**src/rtl/rlsd_pkg.sv**
```systemverilog
package rlsd_pkg;

	// Defaults for the top-level parameters
	localparam int MAX_SWITCHES_DEF = 6;
	localparam int ADC_BITS_DEF = 12;

	// Width of the switch count field
	localparam int COUNT_BITS = 3;

	// Commands from the controller to the datapath
	typedef struct packed {
		logic capture;  // latch a new request, clear the best candidate
		logic load;     // start the division for the current code
		logic step;     // one quotient bit
		logic update;   // compare the finished level against the best so far
		logic advance;  // move on to the next code
	} cmd_t;

	// Status from the datapath to the controller
	typedef struct packed {
		logic n_ok;       // switch count lies in 1..MAX_SWITCHES
		logic div_last;   // this step yields the final quotient bit
		logic cand_last;  // current code is the highest one for this count
	} status_t;

endpackage

```
**src/rtl/rlsd_div.sv**
```systemverilog
module rlsd_div #(
	parameter int NW = 20,
	parameter int DW = 8,
	parameter int QW = 12
) (
	input  logic          clk,
	input  logic          arst_n,
	input  logic          load,
	input  logic          step,
	input  logic [NW-1:0] num,
	input  logic [DW-1:0] den,
	output logic [QW-1:0] quo,
	output logic          last
);
	import rlsd_pkg::*;

	localparam int CW = (QW > 1) ? $clog2(QW) : 1;

	logic [NW-1:0] rem_q;
	logic [NW-1:0] dsh_q;
	logic [QW-1:0] quo_q;
	logic [CW-1:0] cnt_q;
	logic          fits;

	// Restoring division, one quotient bit per step, most significant first.
	// The caller guarantees the quotient fits in QW bits.
	assign fits = (rem_q >= dsh_q);
	assign last = (cnt_q == CW'(QW - 1));
	assign quo = quo_q;

	always_ff @(posedge clk or negedge arst_n) begin
		if (!arst_n) begin
			cnt_q <= '0;
		end else if (load) begin
			cnt_q <= '0;
		end else if (step) begin
			cnt_q <= cnt_q + CW'(1);
		end
	end

	always_ff @(posedge clk) begin
		if (load) begin
			rem_q <= num;
			dsh_q <= NW'(den) << (QW - 1);
			quo_q <= '0;
		end else if (step) begin
			if (fits) begin
				rem_q <= rem_q - dsh_q;
			end
			dsh_q <= dsh_q >> 1;
			quo_q <= {quo_q[QW-2:0], fits};
		end
	end

endmodule

```
**src/rtl/rlsd_dp.sv**
```systemverilog
module rlsd_dp #(
	parameter int MAX_SWITCHES = rlsd_pkg::MAX_SWITCHES_DEF,
	parameter int ADC_BITS = rlsd_pkg::ADC_BITS_DEF
) (
	input  logic                            clk,
	input  logic                            arst_n,
	input  rlsd_pkg::cmd_t                  cmd,
	output rlsd_pkg::status_t               status,
	input  logic [ADC_BITS-1:0]             adc_level,
	input  logic [rlsd_pkg::COUNT_BITS-1:0] switch_count,
	output logic [MAX_SWITCHES-1:0]         switch_value
);
	import rlsd_pkg::*;

	localparam int VW = MAX_SWITCHES;
	localparam int DVW = VW + 1;          // v + 2^(n-1)
	localparam int DENW = VW + 2;         // 2*d
	localparam int NW = ADC_BITS + VW + 2;
	localparam logic [NW-1:0] FS = NW'((64'd1 << ADC_BITS) - 64'd1);

	logic [ADC_BITS-1:0]   level_q;
	logic [COUNT_BITS-1:0] n_q;
	logic [VW-1:0]         v_q;
	logic [VW-1:0]         best_q;
	logic [ADC_BITS:0]     best_diff_q;

	logic [DVW-1:0]        half;
	logic [DVW-1:0]        d;
	logic [DVW-1:0]        v_next;
	logic [NW-1:0]         prod;
	logic [NW-1:0]         num;
	logic [DENW-1:0]       den;
	logic [ADC_BITS-1:0]   quo;
	logic [ADC_BITS:0]     diff;
	logic                  div_last;

	assign half = DVW'(1) << (n_q - COUNT_BITS'(1));
	assign d = {1'b0, v_q} + half;
	assign prod = FS * NW'(v_q);
	assign num = (prod << 1) + NW'(d);
	assign den = {d, 1'b0};
	assign v_next = {1'b0, v_q} + DVW'(1);

	rlsd_div #(
		.NW(NW),
		.DW(DENW),
		.QW(ADC_BITS)
	) u_div (
		.clk(clk),
		.arst_n(arst_n),
		.load(cmd.load),
		.step(cmd.step),
		.num(num),
		.den(den),
		.quo(quo),
		.last(div_last)
	);

	assign diff = (level_q > quo) ? {1'b0, level_q - quo} : {1'b0, quo - level_q};

	assign status.n_ok = (n_q != '0) && (int'(n_q) <= MAX_SWITCHES);
	assign status.div_last = div_last;
	assign status.cand_last = (v_next == (DVW'(1) << n_q));

	always_ff @(posedge clk) begin
		if (cmd.capture) begin
			level_q <= adc_level;
			n_q <= switch_count;
			v_q <= '0;
			best_q <= '0;
			best_diff_q <= '1;
		end else begin
			// Strict compare keeps the lowest code on a tie
			if (cmd.update && (diff < best_diff_q)) begin
				best_q <= v_q;
				best_diff_q <= diff;
			end
			if (cmd.advance) begin
				v_q <= v_next[VW-1:0];
			end
		end
	end

	assign switch_value = best_q;

endmodule

```
**src/rtl/rlsd_ctrl.sv**
```systemverilog
module rlsd_ctrl (
	input  logic              clk,
	input  logic              arst_n,
	input  logic              start,
	input  rlsd_pkg::status_t status,
	output rlsd_pkg::cmd_t    cmd,
	output logic              busy,
	output logic              done
);
	import rlsd_pkg::*;

	localparam logic [2:0] S_IDLE   = 3'd0;
	localparam logic [2:0] S_CHECK  = 3'd1;
	localparam logic [2:0] S_LOAD   = 3'd2;
	localparam logic [2:0] S_RUN    = 3'd3;
	localparam logic [2:0] S_UPDATE = 3'd4;
	localparam logic [2:0] S_DONE   = 3'd5;

	logic [2:0] state_q;
	logic [2:0] state_d;

	always_comb begin
		state_d = state_q;
		cmd = '0;
		unique case (state_q)
			S_IDLE: begin
				if (start) begin
					cmd.capture = 1'b1;
					state_d = S_CHECK;
				end
			end
			S_CHECK: begin
				state_d = status.n_ok ? S_LOAD : S_DONE;
			end
			S_LOAD: begin
				cmd.load = 1'b1;
				state_d = S_RUN;
			end
			S_RUN: begin
				cmd.step = 1'b1;
				if (status.div_last) begin
					state_d = S_UPDATE;
				end
			end
			S_UPDATE: begin
				cmd.update = 1'b1;
				if (status.cand_last) begin
					state_d = S_DONE;
				end else begin
					cmd.advance = 1'b1;
					state_d = S_LOAD;
				end
			end
			S_DONE: begin
				state_d = S_IDLE;
			end
			default: begin
				state_d = S_IDLE;
			end
		endcase
	end

	always_ff @(posedge clk or negedge arst_n) begin
		if (!arst_n) begin
			state_q <= S_IDLE;
		end else begin
			state_q <= state_d;
		end
	end

	assign busy = (state_q != S_IDLE);
	assign done = (state_q == S_DONE);

endmodule

```
**src/rtl/resistor_ladder_switch_decoder.sv**
```systemverilog
// Resistor ladder switch decoder.
// Request channel: drive adc_level and switch_count with start high; the
// request is taken at a rising edge where start is high and busy is low.
// Result channel: done is high for exactly one cycle with switch_value, the
// code whose expected ladder level round(FS*v/(v+2^(n-1))) is closest to
// adc_level, lowest code on a tie. Counts outside 1..MAX_SWITCHES give 0.
// Each code 0..2^n-1 in turn is loaded into the shared restoring divider,
// divided over ADC_BITS quotient bits and then compared with the best so far.
// After the request the controller checks the count, walks the codes and
// then shows done; an out-of-range count goes straight from the check to done.
// busy stays high through the done cycle and falls at the edge that ends it,
// so the next request can be taken, at the earliest, in the idle cycle that follows.
// Reset: arst_n low returns the controller to idle at once; no request in
// flight survives. The receiver cannot stall: the result is shown once.
module resistor_ladder_switch_decoder #(
	parameter int MAX_SWITCHES = rlsd_pkg::MAX_SWITCHES_DEF,
	parameter int ADC_BITS = rlsd_pkg::ADC_BITS_DEF
) (
	input  logic                            clk,
	input  logic                            arst_n,
	input  logic                            start,
	output logic                            busy,
	input  logic [ADC_BITS-1:0]             adc_level,
	input  logic [rlsd_pkg::COUNT_BITS-1:0] switch_count,
	output logic                            done,
	output logic [MAX_SWITCHES-1:0]         switch_value
);
	import rlsd_pkg::*;

	cmd_t    cmd;
	status_t status;

	// Sequence capture, per-code divide and compare, then strobe the result
	rlsd_ctrl u_ctrl (
		.clk(clk),
		.arst_n(arst_n),
		.start(start),
		.status(status),
		.cmd(cmd),
		.busy(busy),
		.done(done)
	);

	// Hold the request, walk the codes, keep the closest one
	rlsd_dp #(
		.MAX_SWITCHES(MAX_SWITCHES),
		.ADC_BITS(ADC_BITS)
	) u_dp (
		.clk(clk),
		.arst_n(arst_n),
		.cmd(cmd),
		.status(status),
		.adc_level(adc_level),
		.switch_count(switch_count),
		.switch_value(switch_value)
	);

endmodule

```
**config.mk**
```make
export PLATFORM = sky130hd
export DESIGN_NAME = resistor_ladder_switch_decoder
export DESIGN_NICKNAME = d
export VERILOG_FILES = /design/src/rtl/rlsd_pkg.sv /design/src/rtl/rlsd_div.sv /design/src/rtl/rlsd_dp.sv /design/src/rtl/rlsd_ctrl.sv /design/src/rtl/resistor_ladder_switch_decoder.sv
export SDC_FILE = /design/constraint.sdc
export NUM_CORES = 1
export LEC_CHECK = 0
export BUFFER_PORTS_ARGS = -buffer_cell sky130_fd_sc_hd__buf_2
export CAP_MARGIN = 20
export CORE_MARGIN = 3
export CORE_UTILIZATION = 45
export CTS_BUF_LIST = sky130_fd_sc_hd__clkbuf_8
export CTS_CLUSTER_SIZE = 30
export DETAILED_ROUTE_END_ITERATION = 8
export PLACE_DENSITY_LB_ADDON = 0.25
export SLEW_MARGIN = 20
export SYNTH_ARGS = -nofsm -noshare
export SYNTH_HDL_FRONTEND = slang
export SYNTH_HIERARCHICAL = 1
export SYNTH_SLANG_ARGS = --single-unit
```
**constraint.sdc**
```tcl
create_clock -name clk -period 4.7 [get_ports clk]
set_input_delay 1.41 -clock clk [delete_from_list [all_inputs] [get_ports clk]]
set_output_delay 1.41 -clock clk [all_outputs]
set_load 0.01 [all_outputs]
```
==> impl_metrics.toml, run 1 <==
[clock_tree]
root_buffer = "clkbuf_8"
clock-sinks = 98
tritoncts = "done"
clkTransAtPathRegs_ns = 0.11
clockBufferDepth = 2
cts_made_buffers = 9
ctsHoldBuffers = 0
htree_levels = 3
clk_latency_ns = 0.40

[finish]
diodes = 0
layout_commonest_cell = "inv_1"
nets = 1103
multi_input_comb_area_um2 = 5540
layout_common_cells = "inv_1, ha_1, nor2_1"
drive_gt1_share_pct = 13.6
area_delta_synth_final_pct = 10.3
fillers = 1744
seqCellArea_um2 = 2430

[setup_path]
r2r-start = "u_dp/v_q[0]$_SDFFE_PP0P_"
slowest_stage = "fa_2"
worstPathBufferInverterCount = 2
worstPathMaxFanout = 4
rrSetupSlack_ns = 0.11
worst-r2r-cell-count = 16
crit_path_start = "u_dp/v_q[0]$_SDFFE_PP0P_"
cp_slowest_stage_delay_ns = 0.61
cp.depth = 16
endpoint_kind = "flip-flop"
cp_top_family = "adder cells"
cp.required_ns = 4.85
cp.arrival_ns = 4.74
path_class = "reg -> reg"
endpoint = "u_dp/u_div/rem_q[18]$_DFFE_PP_"
start_kind = "flip-flop"
path_cells = "inv_2 -> fa_2 -> inv_4 -> fa_2 -> fa_1 -> ha_4 -> and3_4 -> a211oi_4 -> nand3_2 -> a31o_4 -> a21oi_4 -> xnor2_2 -> o2111ai_2 -> xor2_1 -> a211o_1 -> a211o_1"
r2r-end = "u_dp/u_div/rem_q[18]$_DFFE_PP_"

[floorplanning]
num_io_pins = 26
rows = 49
dieArea_um2 = 20300
start_util_pct = 46.2
core_area_um2 = 18100
die_h_um = 143
die_w_um = 143

[routing]
vias_per_cell = 5.42
m1WireLength_um = 9140
first_pass_iters = 5
dr.max_layer_used = "met4"
met3_length_um = 505
wl_um = 18500
wl_met2_um = 8610
vias = 6542
drc = 0
postRouteAntennaNets = 0
first_iter_violations = 326
avgRoutedWirePerCell_um = 15.3

[logic_synthesis]
ys_warn_count = 6
yosys.cell_types.count = 80
ys_ff_latch = 98
ys_seq_area_share_pct = 28.9
synth_flop_cell = "dfxtp_1"
async_reset_ff_share_pct = 7.14
synth-edff-count = 43
synth_fp_nets = 1073
syn_avg_cell_area_um2 = 8.89
synth_area_um2 = 8390
synthCells = 944

[sta]
finalHoldViolCount = 0
drv_slew = 0
min_period_ns = 4.59
fmax_mhz = 218
setup_tns_ns = 0
worstMarginPinSlew_ns = 1.04
slew_headroom_pct = 30.4
worst_clock_skew_ns = 0.0156
finalSetupViolCount = 0
period_share_pct = 97.7

[global_route]
grt_pass1_vias = 6403
grt_usage_pct = 18.6
grt_max_degree = 88
overflow = 0
grt_pass1_wl_um = 30900
grt_antenna_before_repair = 0

[place]
hpwl_um = 13700
place_congestion = 0.862
numPortBuffers = 25

[run_status]
outcome = "finished, final reports clean"

[flow_run]
maxCapViolCount = 0

[worst_hold_path]
min_path_type = "reg -> reg"
[layer usage]
metal | up-vias | GRT usage (%)
li1 | 3343 | -
met1 | 3090 | 25.7
met2 | 90 | 30.3
met3 | 19 | 3.36
met4 | 0 | 4.80
met5 | - | 0
[timing repair]
| action | CTS | global route |
|---|---|---|
| resized for setup | 1 | 24 |
| buffers inserted | 1 | 6 |
| pin swaps | 5 | 19 |
| endpoints found under the setup margin | 1 | 3 |
[cells in the mapped netlist (16+ instances only)]
cell / n / area, um^2
fa_1: 18 / 360
ha_1: 93 / 1160
a21oi_1: 51 / 255
a21o_1: 23 / 173
nand2b_1: 18 / 113
nand2_1: 67 / 251
edfxtp_1: 43 / 1290
xor2_1: 21 / 184
o21ai_0: 42 / 210
xnor2_1: 41 / 359
inv_1: 109 / 409
mux2i_1: 46 / 460
nand3_1: 16 / 80.1
clkbuf_1: 20 / 75.1
dfxtp_1: 48 / 961
nor2_1: 71 / 267
[metrics by stage]
| stage | util, % | setup WS [ns] | std cells | hold WS, ns | cell area (um^2) |
|---|---|---|---|---|---|
| 2_1_floorplan | - | 0.000874 | 944 | 0.430 | 8450 |
| 3_3_place_gp | 48.9 | 0.0458 | 1185 | 0.446 | 8880 |
| 3_5_place_dp | 48.9 | -0.0790 | 1185 | 0.449 | 8880 |
| 4_1_cts | 50.0 | 0.00756 | 1202 | 0.477 | 9070 |
| 5_1_grt | 51.0 | -0.0148 | 1208 | 0.504 | 9250 |
| 6_report | 51.0 | 0.106 | 1208 | 0.475 | 9250 |
[logic make-up after synthesis]
kind of cell / synth area share [%]
AND/OR/NAND/NOR: 16.0
AO/OA/AOI/OAI: 16.7
buffers and inverters: 7.26
adder cells (fa/ha/maj): 18.2
flip-flops: 28.9
XOR/XNOR: 6.47
multiplexers: 6.43
other: 0.0447
[state kept, by name (all words and copies together), names as in the netlist, 4 cells and up]
name	flops
u_dp/level_q	12
u_dp/u_div/dsh_q	19
u_dp/v_q	6
u_dp/best_diff_q	13
u_dp/u_div/cnt_q	4
u_dp/u_div/quo	12
u_dp/u_div/rem_q	20
u_dp/switch_value	6
[final cells by class]
| class | instances | area share, % |
|---|---|---|
| multi-input combinational | 697 | 59.9 |
| sequential | 98 | 26.3 |
| inverter | 109 | 4.45 |
| timing repair buffer | 59 | 4.25 |
| tap | 229 | 3.10 |
| clock buffer | 9 | 1.34 |
| clock inverter | 7 | 0.636 |
[worst min path at each step]
stage               slack, ns  cells after the start                                to                             start
CTS                      0.48                      1  u_dp/best_diff_q[0]$_SDFFE_PP1P_  u_dp/best_diff_q[0]$_SDFFE_PP1P_
detailed placement       0.45                      1  u_dp/best_diff_q[0]$_SDFFE_PP1P_  u_dp/best_diff_q[0]$_SDFFE_PP1P_
global placement         0.45                      1  u_dp/best_diff_q[2]$_SDFFE_PP1P_  u_dp/best_diff_q[2]$_SDFFE_PP1P_
floorplan                0.43                      1  u_dp/best_diff_q[0]$_SDFFE_PP1P_  u_dp/best_diff_q[0]$_SDFFE_PP1P_
finish                   0.47                      1  u_dp/best_diff_q[0]$_SDFFE_PP1P_  u_dp/best_diff_q[0]$_SDFFE_PP1P_
global route             0.50                      1  u_dp/best_diff_q[2]$_SDFFE_PP1P_  u_dp/best_diff_q[2]$_SDFFE_PP1P_
Power of run 1 is not shown: default switching activity piles up to over one toggle a cycle in this logic, so the estimate is an artifact.
==> inputs of run 2 (changes only) <==
--- a/config.mk
+++ b/config.mk
@@ -8,7 +8,7 @@
 export BUFFER_PORTS_ARGS = -buffer_cell sky130_fd_sc_hd__buf_2
 export CAP_MARGIN = 20
 export CORE_MARGIN = 3
-export CORE_UTILIZATION = 45
+export CORE_UTILIZATION = 30
 export CTS_BUF_LIST = sky130_fd_sc_hd__clkbuf_8
 export CTS_CLUSTER_SIZE = 30
 export DETAILED_ROUTE_END_ITERATION = 8
==> run 2 against run 1 <==
Count of clock-buffer cells in the layout rose by 1. Worst setup slack improved by 0.051 ns. Hold slack got worse by 0.0042 ns. Highest routed layer unchanged. Clock skew rose by 0.0010 ns. Cell area rose by 1.4%. Register-to-register slack improved by 0.05 ns. Non-clock buffer count fell by 1. Global-route usage fell by 5.8 points. Cell count rose by 12%.
==> impl_metrics.toml, run 2 (same netlist as run 1, synthesis figures left out) <==
[run_status]
outcome = "finished, final reports clean"

[place]
place_congestion = 0.826
place_ws_ns = -0.0555
hpwl_um = 14600
numPortBuffers = 25

[sta]
slew_headroom_pct = 26.7
drv_slew = 0
worst_clock_skew_ns = 0.0167
setup_slack_ns = 0.157
fmax_mhz = 220
finalHoldViolCount = 0
setup_tns_ns = 0
worstMarginPinSlew_ns = 1.07
min_period_ns = 4.54
period_share_pct = 96.7
rsz0062_at_grt = "yes"
finalSetupViolCount = 0

[finish]
top_register = "u_dp/u_div/rem_q"
fillers = 2808
drive_gt1_share_pct = 13.0
layout_commonest_cell = "inv_1"
diodes = 0
area_delta_synth_final_pct = 11.8
fin_util_pct = 34.4
top_regs = "u_dp/u_div/rem_q: 20 flops, u_dp/u_div/dsh_q: 19 flops, u_dp/best_diff_q: 13 flops"
largest_reg_flops = 20
nets = 1102
layout_common_cells = "inv_1, ha_1, nor2_1"

[routing]
postRouteAntennaNets = 0
wl_um = 19100
first_pass_iters = 4
avgRoutedWirePerCell_um = 14.1
drc = 0
first_iter_violations = 350
vias_per_cell = 4.84
vias = 6532

[setup_path]
cp_slowest_stage_delay_ns = 0.59
slowest_stage = "fa_1"
cp.required_ns = 4.82
crit_path_start = "u_dp/v_q[0]$_SDFFE_PP0P_"
rrSetupSlack_ns = 0.16
cp.arrival_ns = 4.67
path_class = "reg -> reg"
r2r-start = "u_dp/v_q[0]$_SDFFE_PP0P_"
worstPathMaxFanout = 4
r2r-end = "u_dp/u_div/rem_q[18]$_DFFE_PP_"
path_cells = "inv_2 -> fa_1 -> inv_2 -> fa_2 -> fa_1 -> ha_4 -> and3_4 -> a211oi_4 -> nand3_2 -> a31o_2 -> a21oi_2 -> xnor2_2 -> o2111ai_2 -> xor2_1 -> a211o_1 -> a211o_1"
worst-r2r-cell-count = 16
start_kind = "flip-flop"
endpoint_kind = "flip-flop"

[global_route]
grt_usage_pct = 12.8
grt_antenna_before_repair = 0
grt_pass1_vias = 6536
overflow = 0
grt_pass1_wl_um = 32300
grt_max_degree = 58

[floorplanning]
die_w_um = 173
start_util_pct = 30.8
num_io_pins = 26
core_area_um2 = 27300
rows = 60
dieArea_um2 = 30000
die_h_um = 173

[clock_tree]
root_buffer = "clkbuf_8"
clkTransAtPathRegs_ns = 0.10
clk_latency_ns = 0.37
clockBufferDepth = 2
htree_levels = 3
tritoncts = "done"
cts_made_buffers = 9
ctsHoldBuffers = 0
clock-sinks = 98

[worst_hold_path]
holdPathStages = 1
holdPathEnd = "u_dp/best_diff_q[0]$_SDFFE_PP1P_"
min_path_type = "reg -> reg"
hp-start = "u_dp/best_diff_q[0]$_SDFFE_PP1P_"

[flow_run]
maxCapViolCount = 0
run 2: cell count changes in the layout (fill, tap and decap cells not counted), moves of 2 or more:
| cell | before | now |
|---|---|---|
| a21oi_4 | 2 | 0 |
| inv_8 | 3 | 0 |
| a21oi_2 | 3 | 5 |
| buf_4 | 33 | 30 |
| inv_4 | 3 | 1 |
| inv_2 | 1 | 3 |
| clkinv_2 | 0 | 2 |
| ha_4 | 4 | 2 |
| ha_1 | 89 | 91 |
run 2: cell type report:
class | instances | area, um^2 | share of cell area [%]
inverter | 109 | 409 | 4.36
clock buffer | 10 | 138 | 1.47
timing repair buffer | 58 | 418 | 4.46
clock inverter | 6 | 32.5 | 0.347
sequential | 98 | 2430 | 25.9
tap | 372 | 465 | 4.96
multi-input combinational | 697 | 5480 | 58.5
run 2: through the flow:
stage | instances | instance area [um^2] | hold slack (ns)
2_1_floorplan | 944 | 8450 | 0.430
3_3_place_gp | 1330 | 9080 | 0.445
3_5_place_dp | 1330 | 9080 | 0.451
4_1_cts | 1348 | 9270 | 0.476
5_1_grt | 1350 | 9380 | 0.495
6_report | 1350 | 9380 | 0.470
run 2: timing repair:
item / CTS / global route
setup buffers: 2 / 1
setup endpoints to repair: 1 / 3
pin swaps: 9 / 14
resized for setup: 3 / 16
run 2: how the worst max path moves through the flow:
| stage | to | slack (ns) | cells after the start |
|---|---|---|---|
| after floorplan | u_dp/u_div/rem_q[18]$_DFFE_PP_ | 0.0009 | 16 |
| after global placement | u_dp/u_div/rem_q[18]$_DFFE_PP_ | 0.01 | 16 |
| after detailed placement | u_dp/u_div/rem_q[18]$_DFFE_PP_ | -0.06 | 16 |
| after CTS | u_dp/u_div/rem_q[18]$_DFFE_PP_ | 0.009 | 16 |
| after global routing | u_dp/u_div/rem_q[18]$_DFFE_PP_ | -0.04 | 17 |
| final | u_dp/u_div/rem_q[18]$_DFFE_PP_ | 0.16 | 16 |
run 2: routing by layer:
layer | global-route usage (%) | routed length (um) | up-vias
met5 | 0 | 0 | -
met4 | 2.84 | 227 | 0
met3 | 1.93 | 476 | 17
met2 | 22.4 | 9210 | 92
met1 | 16.9 | 9170 | 3091
li1 | - | - | 3332
run 2: worst max-delay path: cells and delay by family (launching register included):
family / cells / cell delay (ns)
buf+inv: 2 / 0.13
fa+ha+maj: 4 / 1.93
xor+xnor: 2 / 0.33
simple gates: 2 / 0.30
compound gates: 6 / 1.26
flops: 1 / 0.35
Power of run 2 is left out for the same reason.
==> inputs of run 3 (changes only) <==
--- a/config.mk
+++ b/config.mk
@@ -5,8 +5,11 @@
 export SDC_FILE = /design/constraint.sdc
 export NUM_CORES = 1
 export LEC_CHECK = 0
+export ABC_AREA = 1
 export BUFFER_PORTS_ARGS = -buffer_cell sky130_fd_sc_hd__buf_2
 export CAP_MARGIN = 20
+export CELL_PAD_IN_SITES_DETAIL_PLACEMENT = 1
+export CELL_PAD_IN_SITES_GLOBAL_PLACEMENT = 1
 export CORE_MARGIN = 3
 export CORE_UTILIZATION = 30
 export CTS_BUF_LIST = sky130_fd_sc_hd__clkbuf_8
==> run 3 against run 2 <==
Die area up 7.0%. Flip-flop and latch count unchanged. Sequential share of layout area down 1.1 points. Critical path type unchanged. Largest cell class unchanged. Highest routed layer unchanged.
==> impl_metrics.toml, run 3 <==
[logic_synthesis]
ys_ff_latch = 98
yosys.cell_types.count = 47
synth_common_cells = "nand2_1, inv_1, nor2_1"
synth_top_area_cell = "edfxtp_1"
synthAdderAreaFrac_pct = 16.9
synth-simple-area-share_pct = 30.8
synth-edff-count = 43
yosys.area.top_type_share_pct = 14.4
synth_fp_nets = 1413
syn_avg_cell_area_um2 = 7.01
synth_top_family_by_area = "simple AND/OR/NAND/NOR gates"
synth-xor-area-share_pct = 4.38
synth_area_um2 = 8990
synthCells = 1284
synth.area.mux_share_pct = 0
synth_compound_area_share_pct = 9.86
ys_seq_area_share_pct = 27.0
synth_flop_cell = "dfxtp_1"
ys_warn_count = 6
synth.area.top_cells = "edfxtp_1, nand2_1, ha_1"
yosysMostFrequentCell = "nand2_1"
async_reset_ff_share_pct = 7.14

[setup_path]
worst-r2r-cell-count = 20
start_kind = "flip-flop"
worstPathMaxFanout = 4
rrSetupSlack_ns = 0.45
worstPathBufferInverterCount = 5
cp.arrival_ns = 4.39
path_cells = "inv_1 -> fa_1 -> inv_1 -> ha_1 -> inv_1 -> fa_1 -> fa_1 -> inv_1 -> ha_1 -> nand2_1 -> inv_1 -> nand4_1 -> nand3_1 -> nand2_1 -> a21boi_1 -> nand4_1 -> nand2_1 -> nand2_1 -> nand2_1 -> nand2_1"
slowest_stage = "fa_1"
r2r-start = "u_dp/v_q[2]$_SDFFE_PP0P_"
cp_top_family = "adder cells"
cpMostUsedCell = "nand2_1"
cp.required_ns = 4.84
cp_slowest_stage_delay_ns = 0.57
endpoint_kind = "flip-flop"
path_class = "reg -> reg"
r2r-end = "u_dp/u_div/rem_q[16]$_DFFE_PP_"

[sta]
drv_slew = 0
setup_tns_ns = 0
worstMarginPinSlew_ns = 0.939
worst_clock_skew_ns = 0.0235
rsz0062_at_grt = "no"
finalHoldViolCount = 0
period_share_pct = 90.4
slew_headroom_pct = 37.2
finalSetupViolCount = 0
fmax_mhz = 235
min_period_ns = 4.25

[clock_tree]
cts_resized = 0
post_cts_buffers = 0
cts_made_buffers = 9
clock-sinks = 98
ctsHoldBuffers = 0
clockBufferDepth = 2
tritoncts = "done"
clk_latency_ns = 0.39
clkTransAtPathRegs_ns = 0.11
htree_levels = 3
root_buffer = "clkbuf_8"

[finish]
drive_gt1_share_pct = 10.1
fin_util_pct = 33.6
area_delta_synth_final_pct = 8.62
nets = 1432
diodes = 0
top_regs = "u_dp/u_div/rem_q: 20 flops, u_dp/u_div/dsh_q: 19 flops, u_dp/best_diff_q: 13 flops"
largest_reg_flops = 20
layout_common_cells = "nand2_1, inv_1, nor2_1"
layout_commonest_cell = "nand2_1"
top_register = "u_dp/u_div/rem_q"

[place]
place_congestion = 0.816
numPortBuffers = 25
hpwl_um = 20100

[floorplanning]
start_util_pct = 30.9
num_io_pins = 26
die_w_um = 179
core_area_um2 = 29100
die_h_um = 179
rows = 62
dieArea_um2 = 32100

[worst_hold_path]
hp-start = "u_dp/best_diff_q[7]$_SDFFE_PP1P_"
holdPathStages = 2
min_path_type = "reg -> reg"
holdPathEnd = "u_dp/best_diff_q[7]$_SDFFE_PP1P_"

[run_status]
outcome = "finished, final reports clean"

[routing]
drc = 0
first_pass_iters = 4
vias = 7979
first_iter_violations = 245
postRouteAntennaNets = 0
vias_per_cell = 4.72
wl_um = 24400
avgRoutedWirePerCell_um = 14.4

[global_route]
overflow = 0
grt_usage_pct = 16.0
grt_max_degree = 49
grt_pass1_vias = 8415
grt_antenna_before_repair = 0
grt_pass1_wl_um = 41700

[flow_run]
maxCapViolCount = 0
==> run 3: kinds of logic (layout without fill, tap and decap cells) <==
kind of cell | count (synthesis) | after routing
other | 1 | 1
xor gates and xnor gates | 45 | 45
DFF | 98 | 98
buffers and inverters | 250 | 274
adders and majority gates | 111 | 111
AOI/OAI and AO/OA | 166 | 166
and+or+nand+nor | 613 | 613
==> run 3: per-layer routing <==
metal	global-route usage (%)	up-vias	routed length [um]
met5	0	-	0
met4	3.25	0	289
met3	1.91	18	474
met2	28.6	60	12000
met1	20.8	3771	11700
li1	-	4130	-
==> run 3: layout make-up <==
| cell class | count | area (um^2) |
|---|---|---|
| Fill cell | 3691 | 19300 |
| Multi-Input combinational cell | 936 | 5580 |
| Sequential cell | 98 | 2430 |
| Inverter | 221 | 830 |
| Tap cell | 384 | 480 |
| Timing Repair Buffer | 37 | 215 |
| Clock buffer | 10 | 138 |
| Clock inverter | 6 | 97.6 |
==> run 3: worst max path at each step <==
stage               cells after the start                             end                     start  slack, ns
finish                                 20  u_dp/u_div/rem_q[16]$_DFFE_PP_  u_dp/v_q[2]$_SDFFE_PP0P_       0.45
global route                           20  u_dp/u_div/rem_q[16]$_DFFE_PP_  u_dp/v_q[2]$_SDFFE_PP0P_       0.08
CTS                                    20  u_dp/u_div/rem_q[16]$_DFFE_PP_  u_dp/v_q[2]$_SDFFE_PP0P_       0.39
detailed placement                     20  u_dp/u_div/rem_q[16]$_DFFE_PP_  u_dp/v_q[2]$_SDFFE_PP0P_       0.45
global placement                       19  u_dp/u_div/rem_q[17]$_DFFE_PP_  u_dp/v_q[3]$_SDFFE_PP0P_       0.51
floorplan                              20  u_dp/u_div/rem_q[17]$_DFFE_PP_  u_dp/v_q[3]$_SDFFE_PP0P_       0.49
==> run 3: tightest hold or removal path: cells and delay by family (launching register included) <==
family / cells / cell delay (ns)
AO/OA/AOI/OAI: 1 / 0.06
AND/OR/NAND/NOR: 1 / 0.05
flip-flops: 1 / 0.34
==> run 3: stage by stage <==
stage          hold slack, ns  area (um^2)  worst slack, ns  instances
2_1_floorplan           0.440         8990            0.491       1284
3_3_place_gp            0.451         9540            0.510       1676
3_5_place_dp            0.459         9540            0.447       1676
4_1_cts                 0.488         9770            0.395       1692
5_1_grt                 0.505         9770           0.0810       1692
6_report                0.477         9770            0.450       1692
Power of run 3 is left out for the same reason.
